$ cat config.mk
export PLATFORM = sky130hd
export DESIGN_NAME = nearest_request_scheduler_core_flat
export DESIGN_NICKNAME = d
export VERILOG_FILES = /design/src/design/nrs_pkg.sv /design/src/design/nrs_in_if.sv /design/src/design/nrs_out_if.sv /design/src/design/nrs_ctrl.sv /design/src/design/nrs_dp.sv /design/src/design/nearest_request_scheduler_core.sv /design/src/flat_wrapper.sv
export VERILOG_INCLUDE_DIRS = /design/src /design/src/design
export SDC_FILE = /design/constraint.sdc
export NUM_CORES = 1
export LEC_CHECK = 0
export BUFFER_PORTS_ARGS = -buffer_cell sky130_fd_sc_hd__buf_4
export CAP_MARGIN = 20
export CORE_ASPECT_RATIO = 1.5
export CORE_MARGIN = 2
export CORE_UTILIZATION = 51
export DETAILED_ROUTE_END_ITERATION = 6
export PLACE_DENSITY_LB_ADDON = 0.25
export SYNTH_ARGS = -nofsm -noshare
export SYNTH_HDL_FRONTEND = slang
export SYNTH_SLANG_ARGS = --single-unit
$ cat constraint.sdc
create_clock -name clk -period 8.2 [get_ports clk]
set_input_delay 0.41 -clock clk [delete_from_list [all_inputs] [get_ports clk]]
set_output_delay 0.41 -clock clk [all_outputs]
set_load 0.01 [all_outputs]
$ cat src/design/assert_macros.svh
// ---------------------------------------------------------------------------
// assertion macros
// concurrent checks that compile away under synthesis
// ---------------------------------------------------------------------------
`ifndef ASSERT_MACROS_SVH
`define ASSERT_MACROS_SVH

`ifndef SYNTHESIS

// same-cycle implication
`define ASSERT_IMPLIES(lbl, clk, rst_n, ante, cons) \
  lbl: assert property (@(posedge clk) disable iff (!rst_n) (ante) |-> (cons)) \
    else $error("same-cycle implication failed");

// next-cycle implication
`define ASSERT_NEXT(lbl, clk, rst_n, ante, cons) \
  lbl: assert property (@(posedge clk) disable iff (!rst_n) (ante) |=> (cons)) \
    else $error("next-cycle implication failed");

`else

`define ASSERT_IMPLIES(lbl, clk, rst_n, ante, cons)
`define ASSERT_NEXT(lbl, clk, rst_n, ante, cons)

`endif

`endif

$ cat src/design/nrs_pkg.sv
// ---------------------------------------------------------------------------
// nrs_pkg
// widths, codes, control types and helpers of the nearest request scheduler
// ---------------------------------------------------------------------------
`default_nettype none

package nrs_pkg;

  localparam int BOARD_DEPTH    = 8;
  localparam int MAX_REQUESTERS = 16;

  localparam int IDX_W  = (BOARD_DEPTH > 1) ? $clog2(BOARD_DEPTH) : 1;
  localparam int OCC_W  = $clog2(BOARD_DEPTH + 1);
  localparam int LIVE_W = $clog2(MAX_REQUESTERS + 1);

  localparam int CAP_W  = 4;
  localparam int RCNT_W = 5;
  localparam int REQ_W  = 4;
  localparam int NUM_W  = 10;
  localparam int LAST_W = NUM_W + 1;
  localparam int DIFF_W = NUM_W + 2;
  localparam int DIST_W = NUM_W + 1;

  localparam int CMP_A  = (OCC_W > CAP_W) ? OCC_W : CAP_W;
  localparam int CMP_B  = (LIVE_W > RCNT_W) ? LIVE_W : RCNT_W;
  localparam int CMP_W  = ((CMP_A > CMP_B) ? CMP_A : CMP_B) + 1;

  localparam int CFG_DATA_W = RCNT_W;
  localparam int CFG_IDX_W  = 1;

  localparam logic [CFG_IDX_W-1:0] CFG_IDX_CAPACITY  = 1'd0;
  localparam logic [CFG_IDX_W-1:0] CFG_IDX_REQ_COUNT = 1'd1;

  localparam logic [CAP_W-1:0]  CAP_RESET  = 4'd8;
  localparam logic [RCNT_W-1:0] RCNT_RESET = 5'd1;

  localparam logic OP_POST   = 1'b0;
  localparam logic OP_RETIRE = 1'b1;

  localparam logic STATUS_SERVED   = 1'b0;
  localparam logic STATUS_REJECTED = 1'b1;

  typedef enum logic [1:0] {
    ST_IDLE,
    ST_APPLY,
    ST_SCAN,
    ST_EMIT
  } nrs_state_t;

  typedef struct packed {
    logic in_ready;
    logic take;
    logic apply;
    logic scan_clear;
    logic scan_step;
    logic emit;
  } nrs_cmd_t;

  typedef struct packed {
    logic reject;
    logic serve;
    logic scan_last;
    logic out_free;
  } nrs_sts_t;

  // capacity above the board depth acts as the board depth
  function automatic logic [OCC_W-1:0] eff_capacity(input logic [CAP_W-1:0] cap);
    logic [CMP_W-1:0] cap_x;
    cap_x = CMP_W'(cap);
    if (cap_x > CMP_W'(BOARD_DEPTH)) begin
      return OCC_W'(BOARD_DEPTH);
    end
    return OCC_W'(cap);
  endfunction

  // live count load, held at the requester limit
  function automatic logic [LIVE_W-1:0] live_load(input logic [RCNT_W-1:0] v);
    logic [CMP_W-1:0] v_x;
    v_x = CMP_W'(v);
    if (v_x > CMP_W'(MAX_REQUESTERS)) begin
      return LIVE_W'(MAX_REQUESTERS);
    end
    return LIVE_W'(v);
  endfunction

endpackage

`default_nettype wire

$ cat src/design/nrs_in_if.sv
// ---------------------------------------------------------------------------
// nrs_in_if
// request channel: post or retire items with valid/ready handshake
// ---------------------------------------------------------------------------
`default_nettype none

interface nrs_in_if import nrs_pkg::*; ();
  logic             valid;
  logic             ready;
  logic             op;
  logic [REQ_W-1:0] requester;
  logic [NUM_W-1:0] request_number;

  modport source (output valid, output op, output requester, output request_number,
                  input ready);
  modport sink   (input valid, input op, input requester, input request_number,
                  output ready);
endinterface

`default_nettype wire

$ cat src/design/nrs_out_if.sv
// ---------------------------------------------------------------------------
// nrs_out_if
// result channel: served entries and reject notices with valid/ready handshake
// ---------------------------------------------------------------------------
`default_nettype none

interface nrs_out_if import nrs_pkg::*; ();
  logic             valid;
  logic             ready;
  logic             status;
  logic [REQ_W-1:0] served_requester;
  logic [NUM_W-1:0] served_number;

  modport source (output valid, output status, output served_requester,
                  output served_number, input ready);
  modport sink   (input valid, input status, input served_requester,
                  input served_number, output ready);
endinterface

`default_nettype wire

$ cat src/design/nrs_ctrl.sv
// ---------------------------------------------------------------------------
// nrs_ctrl
// sequencer: accept, apply, entry scan and result hand-off
// ---------------------------------------------------------------------------
`default_nettype none

module nrs_ctrl import nrs_pkg::*; (
  input  wire logic     clk,
  input  wire logic     rst_n,
  input  wire logic     in_valid,
  input  wire nrs_sts_t sts,
  output nrs_cmd_t      cmd
);

  nrs_state_t state_r, state_nxt;

  always_ff @(posedge clk) begin
    if (!rst_n) begin
      state_r <= ST_IDLE;
    end else begin
      state_r <= state_nxt;
    end
  end

  always_comb begin
    state_nxt = state_r;
    cmd       = '0;
    case (state_r)
      ST_IDLE: begin
        cmd.in_ready = 1'b1;
        if (in_valid) begin
          cmd.take  = 1'b1;
          state_nxt = ST_APPLY;
        end
      end
      ST_APPLY: begin
        cmd.apply = 1'b1;
        if (sts.reject) begin
          state_nxt = ST_EMIT;
        end else if (sts.serve) begin
          cmd.scan_clear = 1'b1;
          state_nxt      = ST_SCAN;
        end else begin
          state_nxt = ST_IDLE;
        end
      end
      ST_SCAN: begin
        cmd.scan_step = 1'b1;
        if (sts.scan_last) begin
          state_nxt = ST_EMIT;
        end
      end
      ST_EMIT: begin
        // wait for the output register to free up
        if (sts.out_free) begin
          cmd.emit  = 1'b1;
          state_nxt = ST_IDLE;
        end
      end
      default: begin
        state_nxt = ST_IDLE;
      end
    endcase
  end

endmodule

`default_nettype wire

$ cat src/design/nrs_dp.sv
// ---------------------------------------------------------------------------
// nrs_dp
// request board, configuration registers, nearest-entry search, result register
// ---------------------------------------------------------------------------
`default_nettype none

module nrs_dp import nrs_pkg::*; (
  input  wire logic                  clk,
  input  wire logic                  rst_n,
  input  wire logic                  cfg_we,
  input  wire logic [CFG_IDX_W-1:0]  cfg_index,
  input  wire logic [CFG_DATA_W-1:0] cfg_wdata,
  input  wire logic                  in_op,
  input  wire logic [REQ_W-1:0]      in_requester,
  input  wire logic [NUM_W-1:0]      in_request_number,
  input  wire logic                  out_ready,
  input  wire nrs_cmd_t              cmd,
  output nrs_sts_t                   sts,
  output logic                       out_valid,
  output logic                       out_status,
  output logic [REQ_W-1:0]           out_served_requester,
  output logic [NUM_W-1:0]           out_served_number
);

  // configuration and counters
  logic [CAP_W-1:0]  cap_r;
  logic [LIVE_W-1:0] live_r, live_nxt;
  logic [OCC_W-1:0]  occ_r, occ_nxt;
  logic [LAST_W-1:0] last_r;

  // board
  logic              valid_r [BOARD_DEPTH];
  logic [REQ_W-1:0]  req_r   [BOARD_DEPTH];
  logic [NUM_W-1:0]  num_r   [BOARD_DEPTH];
  logic [IDX_W-1:0]  age_r   [BOARD_DEPTH];

  // latched item
  logic              item_op_r;
  logic [REQ_W-1:0]  item_req_r;
  logic [NUM_W-1:0]  item_num_r;
  logic              reject_r;

  // search
  logic [IDX_W-1:0]  scan_idx_r;
  logic              best_found_r;
  logic [IDX_W-1:0]  best_idx_r;
  logic [DIST_W-1:0] best_dist_r;
  logic [IDX_W-1:0]  best_age_r;
  logic [REQ_W-1:0]  best_req_r;
  logic [NUM_W-1:0]  best_num_r;

  // result register
  logic              out_valid_r;
  logic              out_status_r;
  logic [REQ_W-1:0]  out_req_r;
  logic [NUM_W-1:0]  out_num_r;

  logic [OCC_W-1:0]  eff_cap;
  logic              post_ok;
  logic              free_found;
  logic [IDX_W-1:0]  free_idx;
  logic              cand_take;
  logic [DIFF_W-1:0] diff;
  logic [DIST_W-1:0] cand_dist;

  assign eff_cap = eff_capacity(cap_r);
  assign post_ok = (item_op_r == OP_POST) && (occ_r < eff_cap);

  // first free slot
  always_comb begin
    free_found = 1'b0;
    free_idx   = '0;
    for (int i = 0; i < BOARD_DEPTH; i++) begin
      if (!valid_r[i] && !free_found) begin
        free_found = 1'b1;
        free_idx   = IDX_W'(i);
      end
    end
  end

  always_comb begin
    occ_nxt  = post_ok ? occ_r + OCC_W'(1) : occ_r;
    live_nxt = live_r;
    if (item_op_r == OP_RETIRE && live_r != '0) begin
      live_nxt = live_r - LIVE_W'(1);
    end
  end

  always_comb begin
    sts.reject    = (item_op_r == OP_POST) && !post_ok;
    sts.serve     = (occ_nxt != '0) &&
                    (occ_nxt == eff_cap || CMP_W'(occ_nxt) == CMP_W'(live_nxt));
    sts.scan_last = (scan_idx_r == IDX_W'(BOARD_DEPTH - 1));
    sts.out_free  = !out_valid_r || out_ready;
  end

  // distance from the last served number
  always_comb begin
    diff      = DIFF_W'({1'b0, num_r[scan_idx_r]}) - {last_r[LAST_W-1], last_r};
    cand_dist = diff[DIFF_W-1] ? DIST_W'(-diff) : DIST_W'(diff);
    cand_take = valid_r[scan_idx_r] &&
                (!best_found_r || cand_dist < best_dist_r ||
                 (cand_dist == best_dist_r && age_r[scan_idx_r] < best_age_r));
  end

  always_ff @(posedge clk) begin
    if (cmd.take) begin
      item_op_r  <= in_op;
      item_req_r <= in_requester;
      item_num_r <= in_request_number;
    end
    if (cmd.apply) begin
      reject_r <= sts.reject;
    end
  end

  always_ff @(posedge clk) begin
    if (!rst_n) begin
      cap_r  <= CAP_RESET;
      live_r <= live_load(RCNT_RESET);
      occ_r  <= '0;
      last_r <= '1;
      for (int i = 0; i < BOARD_DEPTH; i++) begin
        valid_r[i] <= 1'b0;
      end
    end else begin
      if (cfg_we) begin
        case (cfg_index)
          CFG_IDX_CAPACITY:  cap_r  <= cfg_wdata[CAP_W-1:0];
          CFG_IDX_REQ_COUNT: live_r <= live_load(cfg_wdata[RCNT_W-1:0]);
          default: begin
          end
        endcase
      end
      if (cmd.apply) begin
        occ_r  <= occ_nxt;
        live_r <= live_nxt;
        if (post_ok && free_found) begin
          for (int i = 0; i < BOARD_DEPTH; i++) begin
            if (valid_r[i]) begin
              age_r[i] <= age_r[i] + IDX_W'(1);
            end
          end
          valid_r[free_idx] <= 1'b1;
          req_r[free_idx]   <= item_req_r;
          num_r[free_idx]   <= item_num_r;
          age_r[free_idx]   <= '0;
        end
      end
      if (cmd.emit && !reject_r) begin
        // remove the served entry and close the age gap
        for (int i = 0; i < BOARD_DEPTH; i++) begin
          if (valid_r[i] && age_r[i] > best_age_r) begin
            age_r[i] <= age_r[i] - IDX_W'(1);
          end
        end
        valid_r[best_idx_r] <= 1'b0;
        occ_r               <= occ_r - OCC_W'(1);
        last_r              <= LAST_W'(best_num_r);
      end
    end
  end

  always_ff @(posedge clk) begin
    if (!rst_n) begin
      scan_idx_r   <= '0;
      best_found_r <= 1'b0;
    end else if (cmd.scan_clear) begin
      scan_idx_r   <= '0;
      best_found_r <= 1'b0;
    end else if (cmd.scan_step) begin
      scan_idx_r <= sts.scan_last ? '0 : scan_idx_r + IDX_W'(1);
      if (cand_take) begin
        best_found_r <= 1'b1;
      end
    end
  end

  always_ff @(posedge clk) begin
    if (cmd.scan_step && cand_take) begin
      best_idx_r  <= scan_idx_r;
      best_dist_r <= cand_dist;
      best_age_r  <= age_r[scan_idx_r];
      best_req_r  <= req_r[scan_idx_r];
      best_num_r  <= num_r[scan_idx_r];
    end
  end

  always_ff @(posedge clk) begin
    if (!rst_n) begin
      out_valid_r <= 1'b0;
    end else if (cmd.emit) begin
      out_valid_r <= 1'b1;
    end else if (out_ready) begin
      out_valid_r <= 1'b0;
    end
  end

  always_ff @(posedge clk) begin
    if (cmd.emit) begin
      if (reject_r) begin
        out_status_r <= STATUS_REJECTED;
        out_req_r    <= '0;
        out_num_r    <= '0;
      end else begin
        out_status_r <= STATUS_SERVED;
        out_req_r    <= best_req_r;
        out_num_r    <= best_num_r;
      end
    end
  end

  assign out_valid            = out_valid_r;
  assign out_status           = out_status_r;
  assign out_served_requester = out_req_r;
  assign out_served_number    = out_num_r;

endmodule

`default_nettype wire

$ cat src/design/nearest_request_scheduler_core.sv
// ---------------------------------------------------------------------------
// nearest_request_scheduler_core
// request board with nearest-number-first service
// ---------------------------------------------------------------------------
// One item at a time. A retire, or a post that does not trigger service, passes
// through the apply state back to idle; a rejected post goes from apply to the
// emit state; a post or retire that triggers service also runs the search,
// which visits one board entry per cycle, before the emit state.
// The result sits in an output register, so the next item is taken while a
// result waits, unless that item has a result of its own to hand off.
`default_nettype none
`include "assert_macros.svh"

module nearest_request_scheduler_core import nrs_pkg::*; (
  input  wire logic                  clk,
  input  wire logic                  rst_n,
  input  wire logic                  cfg_we,
  input  wire logic [CFG_IDX_W-1:0]  cfg_index,
  input  wire logic [CFG_DATA_W-1:0] cfg_wdata,
  nrs_in_if.sink                     in_ch,
  nrs_out_if.source                  out_ch
);

  nrs_cmd_t cmd;
  nrs_sts_t sts;

  assign in_ch.ready = cmd.in_ready;

  nrs_ctrl u_ctrl (
    .clk      (clk),
    .rst_n    (rst_n),
    .in_valid (in_ch.valid),
    .sts      (sts),
    .cmd      (cmd)
  );

  nrs_dp u_dp (
    .clk                  (clk),
    .rst_n                (rst_n),
    .cfg_we               (cfg_we),
    .cfg_index            (cfg_index),
    .cfg_wdata            (cfg_wdata),
    .in_op                (in_ch.op),
    .in_requester         (in_ch.requester),
    .in_request_number    (in_ch.request_number),
    .out_ready            (out_ch.ready),
    .cmd                  (cmd),
    .sts                  (sts),
    .out_valid            (out_ch.valid),
    .out_status           (out_ch.status),
    .out_served_requester (out_ch.served_requester),
    .out_served_number    (out_ch.served_number)
  );

  // one item in flight
  `ASSERT_NEXT(a_one_in_flight, clk, rst_n, in_ch.valid && in_ch.ready, !in_ch.ready)
  // a result is only loaded into a free output register
  `ASSERT_IMPLIES(a_emit_free, clk, rst_n, cmd.emit, sts.out_free)
  // the search stops after the last entry
  `ASSERT_NEXT(a_scan_ends, clk, rst_n, cmd.scan_step && sts.scan_last, !cmd.scan_step)
  // take only in the idle state
  `ASSERT_IMPLIES(a_take_idle, clk, rst_n, cmd.take, cmd.in_ready && in_ch.valid)

endmodule

`default_nettype wire
$ cat src/flat_wrapper.sv
// flat-port wrapper written by rule: the top's interface ports become plain ports
module nearest_request_scheduler_core_flat import nrs_pkg::*;
  (clk, rst_n, cfg_we, cfg_index, cfg_wdata, in_ch_valid, in_ch_op, in_ch_requester, in_ch_request_number, in_ch_ready, out_ch_valid, out_ch_status, out_ch_served_requester, out_ch_served_number, out_ch_ready);
  nrs_in_if in_ch_i ();
  nrs_out_if out_ch_i ();
  input  wire logic clk;
  input  wire logic rst_n;
  input  wire logic cfg_we;
  input  wire logic [CFG_IDX_W-1:0] cfg_index;
  input  wire logic [CFG_DATA_W-1:0] cfg_wdata;
  input wire logic [$bits(in_ch_i.valid)-1:0] in_ch_valid;
  input wire logic [$bits(in_ch_i.op)-1:0] in_ch_op;
  input wire logic [$bits(in_ch_i.requester)-1:0] in_ch_requester;
  input wire logic [$bits(in_ch_i.request_number)-1:0] in_ch_request_number;
  output wire logic [$bits(in_ch_i.ready)-1:0] in_ch_ready;
  output wire logic [$bits(out_ch_i.valid)-1:0] out_ch_valid;
  output wire logic [$bits(out_ch_i.status)-1:0] out_ch_status;
  output wire logic [$bits(out_ch_i.served_requester)-1:0] out_ch_served_requester;
  output wire logic [$bits(out_ch_i.served_number)-1:0] out_ch_served_number;
  input wire logic [$bits(out_ch_i.ready)-1:0] out_ch_ready;
  assign in_ch_i.valid = in_ch_valid;
  assign in_ch_i.op = in_ch_op;
  assign in_ch_i.requester = in_ch_requester;
  assign in_ch_i.request_number = in_ch_request_number;
  assign in_ch_ready = in_ch_i.ready;
  assign out_ch_valid = out_ch_i.valid;
  assign out_ch_status = out_ch_i.status;
  assign out_ch_served_requester = out_ch_i.served_requester;
  assign out_ch_served_number = out_ch_i.served_number;
  assign out_ch_i.ready = out_ch_ready;
  nearest_request_scheduler_core u_core (.clk(clk), .rst_n(rst_n), .cfg_we(cfg_we), .cfg_index(cfg_index), .cfg_wdata(cfg_wdata), .in_ch(in_ch_i), .out_ch(out_ch_i));
endmodule
# Word-level counts from Yosys, hierarchy flattened
# Memory sizes are Yosys's and may differ from the RTL's. A register that Yosys moved wholly into a read port is not among the register bits.
# Index checks and enable logic that the tools add are counted.
totals:
  register_bits: 89
  mem_bits_rw: 144
  out_inout_bits: 17
  n_memories: 4
op_classes:
  addsub: 22
  n_lt_le_gt_ge: 13
  eq_ne: 10
  muxes: 150
  bitwise_logic: 11
  n_reduce_logical: 59
memory_table:
  columns: ["name", "depth", "width", "rd", "rd_clocked_by_memory_dff", "write_ports", "line_no", "text"]
  rows:
  - ["u_core.u_dp.num_r", 8, 10, 1, 1, 1, "nrs_dp.sv:34", "logic [NUM_W-1:0] num_r [BOARD_DEPTH];"]
  - ["u_core.u_dp.req_r", 8, 4, 1, 1, 1, "nrs_dp.sv:33", "logic [REQ_W-1:0] req_r [BOARD_DEPTH];"]
  - ["u_core.u_dp.age_r", 8, 3, 9, 1, 9, "nrs_dp.sv:35", "logic [IDX_W-1:0] age_r [BOARD_DEPTH];"]
  - ["u_core.u_dp.valid_r", 8, 1, 9, 1, 8, "nrs_dp.sv:32", "logic valid_r [BOARD_DEPTH];"]
ops:
  columns: ["op", "count"]
  rows:
  - ["$mux 1", 107]
  - ["$mux 3", 23]
  - ["$mux 5", 6]
  - ["$add 3x1->3 const B", 9]
  - ["$gt 3x3->1", 8]
  - ["$logic_and 1x1->1", 24]
  - ["$sub 3x1->3 const B", 8]
  - ["$mux 4", 5]
  - ["$logic_not 1->1", 17]
  - ["$mux 2", 7]
  - ["$sub 11x11->12", 1]
  - ["$eq 11x11->1", 1]
  - ["$lt 11x11->1", 1]
  - ["$mux 11", 1]
  - ["$neg 11->11", 1]
  - ["$or 1x1->1", 8]
  - ["$pmux 2 s4", 1]
  - ["$reduce_bool 2->1", 4]
  - ["$reduce_and 2->1", 3]
  - ["$eq 4x5->1", 1]
  - ["$gt 5x5->1 const B", 1]
  - ["$reduce_bool 5->1", 1]
  - ["$sub 5x1->5 const B", 1]
  - ["$add 4x1->4 const B", 1]
  - ["17 further kinds", 25]

# Longest topological paths before layout
# Gate-level depths: netlist of run 1.
# An unclocked memory read counts as a cell.
depth:
  ltp_word: 30
  ltp_mapped: 24
  depth_no_buf: 21

# Hierarchy
# Synthesis of run 1 repeated with hierarchy kept, for this count alone.
unflattened:
  hier_cells: 887
  area_unflattened_um2: 11521.0
modules_own_cells:
  columns: ["mod", "instances", "cells_each", "area_per_inst_um2"]
  rows:
  - ["nrs_dp", 1, 872, 11389.7]
  - ["nrs_ctrl", 1, 15, 131.4]

# Worst setup path before layout of run 1
# No wires, ideal clock.
synth_path:
  kind: "register to register"
  from: "register (tool-made name)"
  to: "register u_core.u_dp.best_age_r[0], read port of u_core.u_dp.age_r (enable)"
  arrival_time_ns: 7.268
  setup_slack_ns: 0.456
  stages_incl_launch_ff: 24
  n_path_buf: 3
  path_cell_list: "dfxtp_1 -> buf_2 -> buf_2 -> mux4_2 -> mux2i_1 -> inv_1 -> ha_1 -> nor2b_1 -> o2111ai_1 -> a31oi_1 -> a21o_1 -> a21o_1 -> a211o_1 -> buf_2 -> a21oi_1 -> ha_1 -> nor2b_1 -> o21a_1 -> o21a_1 -> o21ai_0 -> nand2b_1 -> a211oi_1 -> o21ai_0 -> a311oi_1"
synth_lines:
  columns: ["element", "line_no", "text"]
  rows:
  - ["end, declared", "nrs_dp.sv:48", "logic [IDX_W-1:0] best_age_r;"]

==> results of run 1 <==
-- layout by cell type, fill, tap and decap left out, types with 28 or more instances in the layout --
master | Yosys | routed
buf_4 | 1 | 55
nor2_1 | 61 | 61
a21oi_1 | 28 | 28
dfxtp_1 | 66 | 65
mux4_2 | 37 | 37
edfxtp_1 | 174 | 174
inv_1 | 70 | 70
ha_1 | 56 | 56
nor2b_1 | 29 | 29
nand2_1 | 59 | 59
-- final timing paths --
kind,from,to,slack [ps],cells past startpoint
min,in_ch_request_number[5],u_core.u_dp.item_num_r[5]$_DFFE_PP_,60,1
min reg2reg,u_core.u_dp.last_r[0]$_SDFFE_PN1P_,u_core.u_dp.last_r[0]$_SDFFE_PN1P_,480,2
max reg2reg,flop,u_core.u_dp.best_idx_r[2]$_DFFE_PP_,2150,20
max,flop,u_core.u_dp.best_idx_r[2]$_DFFE_PP_,2150,20
-- worst max-delay path, cell delays in order (launching register included) --
cell	delay (ps)
dfxtp_2	710
buf_4	360
mux4_2	530
mux2_2	300
ha_1	340
o2111ai_1	170
a31oi_1	180
a21o_1	220
a21o_1	200
a211o_1	420
a21oi_1	230
ha_1	270
nor2b_1	130
o21a_1	160
o21a_1	160
o21ai_0	140
nand2b_1	70
a211oi_1	220
o21ai_0	170
a311oi_4	270
buf_4	450
-- layer usage --
metal | wire length [microns] | vias to the layer above
met3 | 961 | 47
li1 | - | 3440
met1 | 10180 | 3498
met2 | 12190 | 168
met5 | 0 | -
met4 | 721 | 0
-- cell families after synthesis --
family                   after synthesis
AO/OA/AOI/OAI                        151
XOR/XNOR                              38
adder cells (fa/ha/maj)               65
buffers and inverters                101
flip-flops                           240
multiplexers                          65
AND/OR/NAND/NOR                      235
-- state kept, by name (all words and copies together) (netlist names), 5 cells and up, named ones only --
| name | flops |
|---|---|
| u_core.u_dp.live_r | 5 |
| u_core.u_dp.item_num_r | 10 |
| u_core.u_dp.last_r | 11 |
| u_core.u_dp.age_r | 24 |
| u_core.u_dp.best_dist_r | 11 |
| u_core.u_dp.req_r | 32 |
| u_core.u_dp.best_num_r | 10 |
| u_core.u_dp.num_r | 80 |
| u_core.u_dp.out_served_number | 10 |
| u_core.u_dp.valid_r | 8 |
-- stage by stage --
| stage | instance area (sq um) | cells | utilization |
|---|---|---|---|
| 2_1_floorplan | 11590 | 895 | - |
| 5_1_grt | 13050 | 1239 | 0.5850 |
| 4_1_cts | 13050 | 1239 | 0.5850 |
| 6_report | 13050 | 1239 | 0.5850 |
| 3_3_place_gp | 12250 | 1195 | 0.5493 |
| 3_5_place_dp | 12250 | 1195 | 0.5493 |
-- where the power goes --
part / total (mW) / internal (mW) / switching, mW
clock: 1.10 / 0.634 / 0.463
combinational: 0.221 / 0.106 / 0.115
sequential: 1.37 / 1.33 / 0.0378
total: 2.69 / 2.07 / 0.616
-- cell type report --
cell class,count,area (sq um)
clock buffers,25,604.3
clock inverters,19,191.4
fillers,1792,9254
inverters,70,262.8
multi-input cells,554,4681
flip-flops and latches,240,6548
well taps,276,345.3
repair buffers,55,412.9
==> impl_metrics.yaml, run 1 <==
cells_and_area:
  drive_gt1_frac: 0.1807
  final_nets: 1036
  areaGrowthSynthToFinish_pct: 12.52
  n_antenna_cell: 0
global_routing:
  grt_pass1_vias: 7380
  grt_overflow: 0
  gr-usage-met2: 0.3623
  grt_pass1_wl_microns: 38490
  grt_busiest_layer: "met2"
  use_met3: 0.02669
  grt_max_degree: 47
  antenna_found_initial: 0
  grt_use_total: 0.2044
  grt_use_met1: 0.2560
critical_path:
  critPathMaxFanout: 31
  required_ps: 8360
  path_class: "flop to flop"
  critPathLaunchType: "flop"
  worstSetupEndpointType: "flop"
  worst_ep_arrival_time_ps: 6210
placed_design:
  place_ws_ps: 2108
  numPortBuffers: 42
  post-dp-hpwl_microns: 16330
  gp_congestion: 0.8571
clock_tree:
  clk_latency_ps: 530
  cts_setup_buffers: 0
  cts_buffer_depth: 3
  htreeDepth: 1
  postCtsResizedCells: 0
  clkTransAtPathRegs_ps: 60
  ctsRootBufferMaster: "clkbuf_16"
  cts_tree: "built"
  hold_buffers: 0
  numCtsBuffers: 24
  cts.sinks: 240
timing:
  holdWs_ps: 55.91
  tightest_slew_ps: 973.8
  finClkSkew_ps: 21.87
  setup_viol: 0
  finalHoldViolations: 0
  totalNegativeSetupSlack_ps: 0
  period_share: 0.7379
  slew_headroom: 0.3508
  rsz0062_at_grt: "false"
  slew_viol_final: 0
  fin_crit_ps: 6051
  fmax_ghz: 0.1653
  worst_slack_ps: 2149
outcome:
  outcome: "completed"
drt:
  drc: 0
  drt_iter0_drc: 429
  avgRoutedWirePerCell_microns: 19.41
  drt-vias-per-instance: 5.773
  drt-total-wl_microns: 24050
  via_count: 7153
  drtAntennaViolNets: 0
  dr.pass1.iters: 5
synthesis:
  synth_xor_area_frac: 0.02871
  synthesis.instances: 895
  synthMuxAreaShare: 0.09788
  synthAdderAreaFrac: 0.07598
  synth.top_cell.area_share: 0.4507
  synth_fp_nets: 986
  synth-compound-area-share: 0.09378
  synth_edf_count: 174
  yosysSeqAreaShare: 0.5646
  syn_avg_cell_area_sq_um: 12.95
  ys_seq_elements: 240
  synthArstFlopShare: 0
  synth_area_leaders: "edfxtp_1 45%, dfxtp_1 11%, mux4_2 7.2%"
  synth_most_common_cell: "edfxtp_1"
  ys_warn_count: 0
  synth_top_family_by_area: "simple AND/OR/NAND/NOR gates"
  yosys-top-cells-count: "174 x edfxtp_1, 70 x inv_1, 66 x dfxtp_1"
  syn_area_sq_mm: 0.01159
  yosysUniqueCellTypes: 69
  yosysTopAreaCell: "edfxtp_1"
  synth-simple-area-share: 0.1051
  synth_flop_cell: "edfxtp_1"
power_and_ir_drop:
  vdd_drop_max_mv: 0.2020
  p_total_mw: 2.689
  power_density_mw_per_mm2: 206.2
  power_leakage_nw: 4.798
floorplan:
  coreArea_sq_mm: 0.02230
  die_area_sq_mm: 0.02398
  pin_count: 43
  die_h_microns: 188.7
  start_util: 0.5199
  rows: 67
  die_w_microns: 127.1
flow_run:
  cap_violations: 0
worst_hold_path:
  hold_class: "primary input to flop"
Note: power is estimated with default switching activity, not from simulation.
==> inputs of run 2 (changes only) <==
Clock period 8.2 ns to 5.5 ns, I/O delays scaled along.
==> run 2 against run 1 <==
Against the previous run: utilization rose by 2.0 points; critical path type unchanged; die area did not move; cell area rose by 3.4%; sequential power rose by 49%; fmax rose by 14%.
==> impl_metrics.yaml, run 2 (synthesis results as in run 1) <==
drt:
  via_count: 7326
  avgRoutedWirePerCell_microns: 19.61
  met1Wirelength_microns: 10400
  drt-vias-per-instance: 5.782
  drc: 0
  drt_iter0_drc: 487
  wl_met3_microns: 930
  drt-total-wl_microns: 24840
  wl_met2_microns: 12960
  top_layer: "met4"
  drtAntennaViolNets: 0
  dr.pass1.iters: 7
worst_hold_path:
  hold_class: "primary input to flop"
  worstHoldEndpoint: "u_core.u_dp.cap_r[2]$_SDFFE_PN0P_"
  worstHoldPathCells: 3
  min_from: "cfg_wdata[2]"
cells_and_area:
  final_nets: 1065
  fin_cells: 1267
  seq_area_sq_mm: 0.006550
  areaGrowthSynthToFinish_pct: 16.31
  final_util: 0.6047
  multi_input_area_sq_mm: 0.004780
  mostFrequentLayoutCells: "174 x edfxtp_1, 70 x inv_1, 65 x dfxtp_1"
  regMostFlops: "u_core.u_dp.num_r"
  nFillCells: 1735
  n_antenna_cell: 0
  largest_reg_flops: 80
  mostFrequentLayoutCell: "edfxtp_1"
  reg_top3: "u_core.u_dp.num_r (80), u_core.u_dp.req_r (32), u_core.u_dp.age_r (24)"
  drive_gt1_frac: 0.1988
floorplan:
  die_area_sq_mm: 0.02398
  start_util: 0.5199
  coreArea_sq_mm: 0.02230
  die_h_microns: 188.7
  die_w_microns: 127.1
  rows: 67
  pin_count: 43
timing:
  period_share: 0.9656
  setup_viol: 0
  slew_headroom: 0.3805
  finClkSkew_ps: 9.252
  tightest_slew_ps: 929.3
  slew_viol_final: 0
  fin_crit_ps: 5311
  fmax_ghz: 0.1883
  finalHoldViolations: 0
critical_path:
  worstSetupEndpointType: "flop"
  ff2ff_path_depth: 21
  worst_ep_arrival_time_ps: 5540
  r2r_end: "u_core.u_dp.best_dist_r[0]$_DFFE_PP_"
  path_class: "flop to flop"
  regToRegSetupSlack_ps: 190
  critPathLaunchType: "flop"
  critPathMaxFanout: 11
  required_ps: 5730
global_routing:
  grt_use_total: 0.2052
  grt_pass1_wl_microns: 38560
  antenna_found_initial: 0
  grt_max_degree: 47
  grt_overflow: 0
  grt_pass1_vias: 7382
outcome:
  outcome: "completed"
clock_tree:
  clkTransAtPathRegs_ps: 70
  numCtsBuffers: 23
  htreeDepth: 1
  cts_buffer_depth: 3
  cts.sinks: 240
  ctsRootBufferMaster: "clkbuf_16"
  cts_tree: "built"
  clk_latency_ps: 520
placed_design:
  gp_congestion: 0.9191
  numPortBuffers: 42
  placedCellCount: 1200
  post-dp-hpwl_microns: 17000
power_and_ir_drop:
  p_total_mw: 3.987
  power_leakage_nw: 4.962
  vdd_drop_max_mv: 0.2623
  power_density_mw_per_mm2: 295.7
flow_run:
  cap_violations: 0
-- run 2: cell count changes in the layout (fill, tap and decap cells not counted), sizes merged --
cell,change
buf,+11
clkbuf,+2
clkinv,-2
clkinvlp,-1
dlygate4sd3,+16
dlymetal6s2s,+1
inv,+1
-- run 2: worst max-delay path by stage --
stage          slack [ps]                                   end  cells past startpoint  from
6_report              190  u_core.u_dp.best_dist_r[0]$_DFFE_PP_                     21  flop
5_1_grt               -40   u_core.u_dp.best_num_r[6]$_DFFE_PP_                     23  flop
4_1_cts               150   u_core.u_dp.best_num_r[8]$_DFFE_PP_                     23  flop
3_5_place_dp          200   u_core.u_dp.best_num_r[8]$_DFFE_PP_                     23  flop
3_3_place_gp          310   u_core.u_dp.best_num_r[8]$_DFFE_PP_                     22  flop
2_1_floorplan           7   u_core.u_dp.best_age_r[0]$_DFFE_PP_                     24  flop
-- run 2: final cells by class --
cell class                      count  share of cell area
Tap cell                          276             0.02561
Multi-Input combinational cell    554              0.3545
Clock inverter                     17             0.01281
Clock buffer                       25             0.04324
Sequential cell                   240              0.4858
Inverter                           70             0.01949
Timing Repair Buffer               85             0.05864
-- run 2: what timing repair did --
item                                   4_1_cts  5_1_grt
setup endpoints to repair                    0       31
buffers inserted                             0        6
hold buffers                                16        0
endpoints found under the hold margin       16        0
gates resized for setup                      0       14
-- run 2: power by group --
group          switching, mW  internal [mW]
sequential            0.0551           1.99
clock                  0.670          0.912
combinational          0.183          0.178
total                  0.908           3.08
-- run 2: per-stage QoR --
step	instance area (sq um)	worst slack (ps)	TNS [ps]	hold WS, ps
detailed placement	12380	204.4	0	454.4
CTS	13300	150.2	0	23.58
finish	13480	189.0	0	33.44
global route	13480	-44.44	-731.8	41.99
global placement	12360	310.8	0	453.1
floorplan	11690	6.566	0	373.9
-- run 2: routing by layer --
| metal | track usage | up-vias |
|---|---|---|
| met5 | 0 | - |
| met4 | 0.06255 | 0 |
| met3 | 0.02300 | 47 |
| met2 | 0.3739 | 171 |
| met1 | 0.2554 | 3613 |
| li1 | - | 3495 |
-- run 2: critical path, cell delays in order, from the launching register on --
cell and delay [ps]:
dfxtp_4 380, buf_12 160, buf_6 170, mux4_2 510, mux2_2 300, ha_1 230
nor3_1 230, a31oi_2 150, a21o_1 190, a21o_1 190, a211o_4 390, dlymetal6s2s_1 200
buf_4 160, nor2_1 120, xor2_1 90, ha_1 220, a211o_1 340, o2111ai_2 200
o21ai_2 110, a311oi_4 350, buf_6 180, buf_6 140
==> inputs of run 3 (changes only) <==
Settings changed: MAX_ROUTING_LAYER set to met4.
==> run 3 against run 2 <==
Against the previous run: sequential power is essentially flat; die area is the same; critical endpoint is now u_core.u_dp.best_req_r[3]$_DFFE_PP_; clock power is essentially flat; highest routed layer unchanged; power shrank 0.58%; largest power group unchanged; setup slack gained 110 ps; final cell count shrank 0.16%.
==> impl_metrics.yaml, run 3 (synthesis results as in run 1) <==
drt:
  drt_iter0_drc: 498
  drt-vias-per-instance: 5.764
  avgRoutedWirePerCell_microns: 19.21
  via_count: 7291
  drc: 0
  dr.pass1.iters: 5
  drtAntennaViolNets: 0
  drt-total-wl_microns: 24300
placed_design:
  post-dp-hpwl_microns: 16800
  numPortBuffers: 42
  gp_congestion: 0.9531
  place_ws_ps: 189.9
clock_tree:
  htreeDepth: 1
  cts_tree: "built"
  cts.sinks: 240
  cts_setup_buffers: 0
  clk_latency_ps: 530
  clkTransAtPathRegs_ps: 70
  ctsRootBufferMaster: "clkbuf_16"
  cts_buffer_depth: 3
  numCtsBuffers: 24
global_routing:
  grt_use_total: 0.2126
  grt_pass1_vias: 7379
  grt_max_degree: 47
  antenna_found_initial: 0
  grt_overflow: 0
  grt_pass1_wl_microns: 39010
timing:
  finalHoldViolations: 0
  finClkSkew_ps: 12.29
  slew_viol_final: 0
  slew_headroom: 0.3739
  worst_slack_ps: 299.9
  setup_viol: 0
  period_share: 0.9455
  holdWs_ps: 21.24
  totalNegativeSetupSlack_ps: 0
  fin_crit_ps: 5200
  fmax_ghz: 0.1923
  tightest_slew_ps: 939.2
  rsz0062_at_grt: "false"
cells_and_area:
  n_antenna_cell: 0
  areaGrowthSynthToFinish_pct: 14.87
  largest_reg_flops: 80
  drive_gt1_frac: 0.1951
  final_nets: 1062
  final_util: 0.5972
  regMostFlops: "u_core.u_dp.num_r"
  mostFrequentLayoutCell: "edfxtp_1"
  reg_top3: "u_core.u_dp.num_r (80), u_core.u_dp.req_r (32), u_core.u_dp.age_r (24)"
  mostFrequentLayoutCells: "174 x edfxtp_1, 70 x inv_1, 64 x dfxtp_1"
floorplan:
  start_util: 0.5199
  rows: 67
  coreArea_sq_mm: 0.02230
  die_w_microns: 127.1
  die_h_microns: 188.7
  pin_count: 43
  die_area_sq_mm: 0.02398
flow_run:
  cap_violations: 0
critical_path:
  worstSetupEndpointType: "flop"
  critPathLaunchType: "flop"
  critPathMaxFanout: 19
  worst_ep_arrival_time_ps: 5420
  path_class: "flop to flop"
  required_ps: 5720
outcome:
  outcome: "completed"
power_and_ir_drop:
  comb_power_share: 0.089
  clockPowerShare: 0.395
  vdd_drop_max_mv: 0.2589
  power_leakage_nw: 4.923
  power_switching_uw: 935.2
  intPower_mw: 3.028
  p_total_mw: 3.964
  seq_power_share: 0.516
  power_density_mw_per_mm2: 297.6
  p_sw_frac: 0.2360
worst_hold_path:
  hold_class: "primary input to flop"
  min_from: "cfg_wdata[2]"
run 3: critical path: stages, from the launching register on:
cell,delay (ps)
dfxtp_2,430
buf_4,170
buf_4,210
mux4_2,510
mux2_2,310
ha_1,320
a21oi_1,150
a31oi_1,90
a21o_1,200
a21o_1,170
a211o_2,400
a21oi_2,190
ha_1,250
nor2b_1,130
o21a_1,160
o21a_1,160
o21ai_1,110
nand2b_1,80
a211oi_2,210
o21ai_2,90
a311oi_4,280
buf_8,240
run 3: path summary, 6_finish.rpt:
path	to	slack, ps	cells past startpoint
worst max-delay path	u_core.u_dp.best_req_r[3]$_DFFE_PP_	300	21
worst min-delay path	u_core.u_dp.cap_r[2]$_SDFFE_PN0P_	20	3
worst max register to register	u_core.u_dp.best_req_r[3]$_DFFE_PP_	300	21
worst min register to register	u_core.u_dp.last_r[8]$_SDFFE_PN1P_	490	2
run 3: layout make-up:
| class | count | area, sq um |
|---|---|---|
| Multi-Input combinational cell | 554 | 4728 |
| Clock inverter | 15 | 133.9 |
| Timing Repair Buffer | 81 | 679.4 |
| Tap cell | 276 | 345.3 |
| Fill cell | 1791 | 8981 |
| Clock buffer | 29 | 619.3 |
| Sequential cell | 240 | 6549 |
| Inverter | 70 | 262.8 |
run 3: stage by stage:
step	cell area, sq um	instances
after floorplan	11690	895
after global placement	12360	1204
after detailed placement	12360	1204
after CTS	13270	1264
after global routing	13320	1265
final	13320	1265
run 3: power groups by stage:
stage | Sequential (mW) | Clock [mW] | Combinational (mW)
2_1_floorplan | 2.06 | 0 | 0.268
3_3_place_gp | 2.08 | 0 | 0.334
3_5_place_dp | 2.08 | 0 | 0.339
4_1_cts | 2.04 | 1.61 | 0.354
5_1_grt | 2.05 | 1.68 | 0.392
6_report | 2.04 | 1.57 | 0.353
run 3: routing by layer:
layer / global-route usage / up-vias / wire (microns)
met4: 0.05368 / 0 / 464
met1: 0.2606 / 3605 / 10140
met5: - / - / 0
met2: 0.3761 / 160 / 12730
li1: - / 3491 / -
met3: 0.02357 / 35 / 966
run 3: timing repair:
item,in CTS,in global routing
gates resized for setup,0,7
hold buffers,16,0
hold endpoints to repair,16,0
setup endpoints to repair,0,31
